[src/hw/rtl/pnorm_pkg.sv]
// ---------------------------------------------------------------------------
// Path normalizer package
// Shared sizes, codes and the command format between front and back parts.
// ---------------------------------------------------------------------------
package pnorm_pkg;

  // Stack and store sizing.
  localparam int MAX_COMPONENTS      = 16;
  localparam int MAX_COMPONENT_CHARS = 31;
  localparam int STORE_DEPTH = MAX_COMPONENTS * (MAX_COMPONENT_CHARS + 1)
                             + MAX_COMPONENT_CHARS + 1;
  localparam int ADDR_W = $clog2(STORE_DEPTH);
  localparam int CNT_W  = $clog2(MAX_COMPONENTS + 1);
  localparam int IDX_W  = $clog2(MAX_COMPONENTS);
  localparam int CLEN_W = $clog2(MAX_COMPONENT_CHARS + 1);

  // Field widths of the channels and the register.
  localparam int CHAR_W      = 8;
  localparam int RIDX_W      = 9;
  localparam int OLEN_W      = 9;
  localparam int CAP_W       = 10;
  localparam int TDATA_IN_W  = 24;
  localparam int TDATA_OUT_W = 24;
  localparam logic [CAP_W-1:0] CAP_RESET = 10'd64;

  // Common compare width for offsets, read indexes and the capacity.
  localparam int CMP_A = (ADDR_W > RIDX_W) ? ADDR_W : RIDX_W;
  localparam int CMP_W = ((CMP_A > CAP_W) ? CMP_A : CAP_W) + 1;

  // Command queue between front and back.
  localparam int QUEUE_DEPTH = 4;

  // Characters with a meaning of their own.
  localparam logic [CHAR_W-1:0] SEP_SLASH = 8'h2F;
  localparam logic [CHAR_W-1:0] SEP_BACK  = 8'h5C;
  localparam logic [CHAR_W-1:0] DOT       = 8'h2E;

  typedef enum logic [1:0] {
    OP_BASE   = 2'd0,
    OP_PATH   = 2'd1,
    OP_FINISH = 2'd2,
    OP_READ   = 2'd3
  } op_e;

  typedef enum logic [1:0] {
    ST_OK   = 2'd0,
    ST_LONG = 2'd1,
    ST_MANY = 2'd2,
    ST_ROOM = 2'd3
  } status_e;

  // One queued command: up to two store writes and an optional result.
  typedef struct packed {
    logic                sep_we;
    logic [ADDR_W-1:0]   sep_addr;
    logic                chr_we;
    logic [ADDR_W-1:0]   chr_addr;
    logic [CHAR_W-1:0]   chr;
    logic                is_result;
    logic                rd_en;
    logic [ADDR_W-1:0]   raddr;
    status_e             status;
    logic [OLEN_W-1:0]   length;
  } cmd_t;

endpackage

[src/hw/rtl/pnorm_queue.sv]
// ---------------------------------------------------------------------------
// Path normalizer command queue
// Short first-in first-out buffer between the front and back parts.
// ---------------------------------------------------------------------------
module pnorm_queue
  import pnorm_pkg::*;
(
  input  logic clk_i,
  input  logic rst_ni,
  input  logic push_i,
  input  cmd_t cmd_i,
  output logic full_o,
  input  logic pop_i,
  output logic empty_o,
  output cmd_t head_o
);

  localparam int QPTR_W = (QUEUE_DEPTH > 1) ? $clog2(QUEUE_DEPTH) : 1;
  localparam int QCNT_W = $clog2(QUEUE_DEPTH + 1);

  cmd_t              slot_q [QUEUE_DEPTH];
  logic [QPTR_W-1:0] wr_ptr_q, wr_ptr_d;
  logic [QPTR_W-1:0] rd_ptr_q, rd_ptr_d;
  logic [QCNT_W-1:0] fill_q, fill_d;
  logic              do_push, do_pop;

  assign full_o  = (fill_q == QCNT_W'(QUEUE_DEPTH));
  assign empty_o = (fill_q == '0);
  assign head_o  = slot_q[rd_ptr_q];
  assign do_push = push_i && !full_o;
  assign do_pop  = pop_i && !empty_o;

  // Pointer and fill bookkeeping.
  always_comb begin
    wr_ptr_d = wr_ptr_q;
    rd_ptr_d = rd_ptr_q;
    fill_d   = fill_q;
    if (do_push) begin
      wr_ptr_d = (wr_ptr_q == QPTR_W'(QUEUE_DEPTH - 1)) ? '0 : wr_ptr_q + QPTR_W'(1);
    end
    if (do_pop) begin
      rd_ptr_d = (rd_ptr_q == QPTR_W'(QUEUE_DEPTH - 1)) ? '0 : rd_ptr_q + QPTR_W'(1);
    end
    if (do_push && !do_pop) begin
      fill_d = fill_q + QCNT_W'(1);
    end else if (do_pop && !do_push) begin
      fill_d = fill_q - QCNT_W'(1);
    end
  end

  always_ff @(posedge clk_i or negedge rst_ni) begin
    if (!rst_ni) begin
      wr_ptr_q <= '0;
      rd_ptr_q <= '0;
      fill_q   <= '0;
    end else begin
      wr_ptr_q <= wr_ptr_d;
      rd_ptr_q <= rd_ptr_d;
      fill_q   <= fill_d;
    end
  end

  // Entry storage.
  always_ff @(posedge clk_i) begin
    if (do_push) begin
      slot_q[wr_ptr_q] <= cmd_i;
    end
  end

endmodule

[config.mk]
export PLATFORM = sky130hd
export DESIGN_NAME = pnorm_queue
export DESIGN_NICKNAME = d
export VERILOG_FILES = /design/src/hw/rtl/pnorm_pkg.sv /design/src/hw/rtl/pnorm_queue.sv
export SDC_FILE = /design/constraint.sdc
export NUM_CORES = 1
export LEC_CHECK = 0
export BUFFER_PORTS_ARGS = -buffer_cell sky130_fd_sc_hd__buf_4
export CAP_MARGIN = 20
export CELL_PAD_IN_SITES_DETAIL_PLACEMENT = 2
export CELL_PAD_IN_SITES_GLOBAL_PLACEMENT = 2
export CORE_ASPECT_RATIO = 0.9
export CORE_MARGIN = 2
export CORE_UTILIZATION = 40
export DETAILED_ROUTE_END_ITERATION = 10
export GPL_TIMING_DRIVEN = 0
export PLACE_DENSITY = 0.76
export REMOVE_ABC_BUFFERS = 1
export SETUP_SLACK_MARGIN = 0.4
export SLEW_MARGIN = 20
export SYNTH_ARGS = -nofsm -noshare
export SYNTH_HDL_FRONTEND = slang
export SYNTH_SLANG_ARGS = --single-unit
export TNS_END_PERCENT = 1
[constraint.sdc]
create_clock -name clk_i -period 6.75 [get_ports clk_i]
set_clock_uncertainty 0.05 [all_clocks]
set_input_delay 0.3375 -clock clk_i [delete_from_list [all_inputs] [get_ports clk_i]]
set_output_delay 0.3375 -clock clk_i [all_outputs]
set_load 0.03 [all_outputs]
==> flow_summary.ini <==
[yosys]
yosys.cell_types.count = 20
syn-cell-area_sq_um = 8080
ys_seq_area_frac = 0.8095
yosysWarnings = 0
postSynthCellCount = 314
yosys_register_bits = 219
per_instance_average_area_after_synthesis_sq_um = 25.73

[finish]
post_route_cells_drive_above_1_share = 0.4230
utilization = 0.5316
num-nets-final = 561
areaGrowthSynthToFinish_pct = 31.08
antenna_cells = 0

[floorplanning]
placement_rows = 49
die_h_um = 138.8
starting_density_of_the_core = 0.4055
fp.dieArea_sq_um = 21350
ioPinCount = 112
core_region_area_sq_um = 19930
die_w_um = 153.8

[min_path]
start_point_of_the_worst_hold_path = pop_i
min-delay-path-class = in2reg

[power_and_ir_drop]
total_power_mw = 4.883
power_density_nw_per_um2 = 461.0
clock_power_share = 0.249
netSwitchingPower_mw = 1.614
cellInternalPower_mw = 3.269
comb_power_share = 0.347
swShare = 0.3305
power.share.sequential = 0.404
worst_ir_drop_vdd_uv = 297.1
leakage_nw = 3.683

[outcome]
run_status = finished clean

[global_routing]
antenna_found_initial = 0
gr-total-overflow = 0
grt.total_usage = 0.1689
first_global_vias = 4700
grt_max_degree = 40
grt_pass1_wl_um = 27520

[setup_path]
timing.critical_path.fanout_max = 31
timing_worst_setup_path_type = reg2out
timing.rr.start = fill_q[2]
startpoint_type_of_the_worst_setup_path = flip-flop
crit_path_start = rd_ptr_q[0]
worst-r2r-cell-count = 8
worst-endpoint-required_ns = 6.36
critical_path.endpoint = head_o[6]
critical_path.reg2reg.endpoint = fill_q[2]
rrSetupSlack_ns = 4.18
endpoint_kind = output port
crit_arrival_ns = 2.37

[clocking]
cts_tree = done
htreeDepth = 1
cts_max_path_buffers = 3
worst_skew_pair.late_latency_ns = 0.49
cts_made_buffers = 23
clock-root-buffer = sky130_fd_sc_hd__clkbuf_16
cts.clk_slew.worst_paths_ns = 0.06
cts.sinks = 219

[routing]
drt_first_iter_violations = 169
vias = 3838
wl_per_cell_um = 22.87
route.antenna.remaining_nets = 0
drtPass1Iterations = 6
routed_wl_um = 17570
avgViaCountPerCell = 4.997
detail_route.drc_violations = 0

[sta]
fmaxAchievable_mhz = 362.0
layout_worst_path_cycle_share = 0.4092
tightestPinTransition_ns = 0.6775
rsz_0062_raised_after_global_routing = false
setup_total_negative_slack_ns = 0
timing_max_transition_violations_final = 0
timing.final.crit_period_ns = 2.762
relative_max_transition_margin = 0.5474
final-setup-viol-count = 0
final-hold-violation-count = 0

[placed_design]
detailedPlacementHpwl_um = 10670
io_buffers = 111
gpl.final_weighted_congestion = 0.6589

[job]
cap_violations = 0
-- power by group through the flow --
stage                     Clock (mW)  Combinational [mW]  Sequential (mW)
after floorplan                    0                1.03             2.00
after global placement             0                1.55             2.09
after detailed placement           0                1.70             2.01
after CTS                       1.26                1.74             1.98
after global routing            1.30                1.80             2.01
final                           1.22                1.69             1.97
-- layout by cell type (no fill, tap or decap), types with 3 or more instances in the layout --
master and n:
sky130_fd_sc_hd__edfxtp_1 212, sky130_fd_sc_hd__mux4_2 53, sky130_fd_sc_hd__clkinv_2 7, sky130_fd_sc_hd__buf_4 111
sky130_fd_sc_hd__dlygate4sd3_1 54, sky130_fd_sc_hd__and2_4 4, sky130_fd_sc_hd__inv_1 3, sky130_fd_sc_hd__clkbuf_1 4
sky130_fd_sc_hd__buf_16 4, sky130_fd_sc_hd__dfrtp_1 5, sky130_fd_sc_hd__clkbuf_16 23, sky130_fd_sc_hd__ha_1 6
-- worst max-delay path: stages (launching register included) --
cell and delay [ns]:
sky130_fd_sc_hd__dfrtp_4 0.81, sky130_fd_sc_hd__buf_16 0.32, sky130_fd_sc_hd__mux4_2 0.55, sky130_fd_sc_hd__buf_4 0.18
-- cell families after synthesis --
| family | synth area share |
|---|---|
| AOI/OAI and AO/OA | 0.002478 |
| DFF | 0.8095 |
| buffers and inverters | 0.01115 |
| adders and majority gates | 0.01177 |
| xor gates and xnor gates | 0.003252 |
| and+or+nand+nor | 0.007588 |
| muxes | 0.1542 |
-- registers in the layout, summed over array words and instances (netlist names) --
signal,cells
fill_q,3
rd_ptr_q,2
slot_q,212
wr_ptr_q,2
-- per-layer routing --
layer  global-route usage  part of all wire  vias up
met5                    0                 0        -
met2               0.3020              0.52      115
met4              0.04378             0.024        0
met1               0.2117              0.41     1989
li1                     -                 -     1702
met3              0.03406             0.050       32
-- cell type report --
cell class                 count  area (sq um)
fill                        1664          9334
sequential                   219          6549
timing repair buffer         171          1524
multi-input combinational     79          1459
clock buffer                  29         618.1
tap                          255         319.1
clock inverter                12         111.4
inverter                       3         11.26
-- through the flow --
stage / setup slack, ns / hold WS, ns / instance area (sq um) / cells
floorplan: 3.400 / -0.008091 / 8001 / 301
global placement: 2.321 / 0.1070 / 9154 / 667
detailed placement: 4.152 / 0.1157 / 9321 / 673
CTS: 3.876 / 0.1222 / 10590 / 768
global route: 3.808 / 0.1492 / 10590 / 768
finish: 3.988 / 0.1647 / 10590 / 768
-- how the worst min path moves through the flow --
stage	slack (ns)	depth (start not counted)	to
floorplan	-0.008	0	fill_q[0]
global placement	0.11	1	fill_q[0]
detailed placement	0.12	1	fill_q[0]
CTS	0.12	2	rd_ptr_q[0]
global route	0.15	2	fill_q[2]
finish	0.16	3	rd_ptr_q[0]
-- cells in the mapped netlist (all sizes together) --
master | n | area share
buf | 12 | 0.0093
fa | 1 | 0.0025
dfrtp | 7 | 0.022
clkbuf | 1 | 0.00046
inv | 3 | 0.0014
xnor2 | 1 | 0.0011
nor2b | 1 | 0.00077
ha | 6 | 0.0093
a21o | 1 | 0.00093
mux2 | 4 | 0.0065
edfxtp | 212 | 0.79
o31ai | 1 | 0.0015
nor2 | 2 | 0.00093
nor3b | 1 | 0.0015
xor2 | 2 | 0.0022
and2 | 4 | 0.0031
nor3 | 2 | 0.0012
mux4 | 53 | 0.15
-- repair_timing --
item	CTS	global route
endpoints found under the hold margin	219	0
hold buffers	54	0
resized for setup	0	0
setup buffers	0	0
No activity file was read; power rests on OpenSTA's default activity.
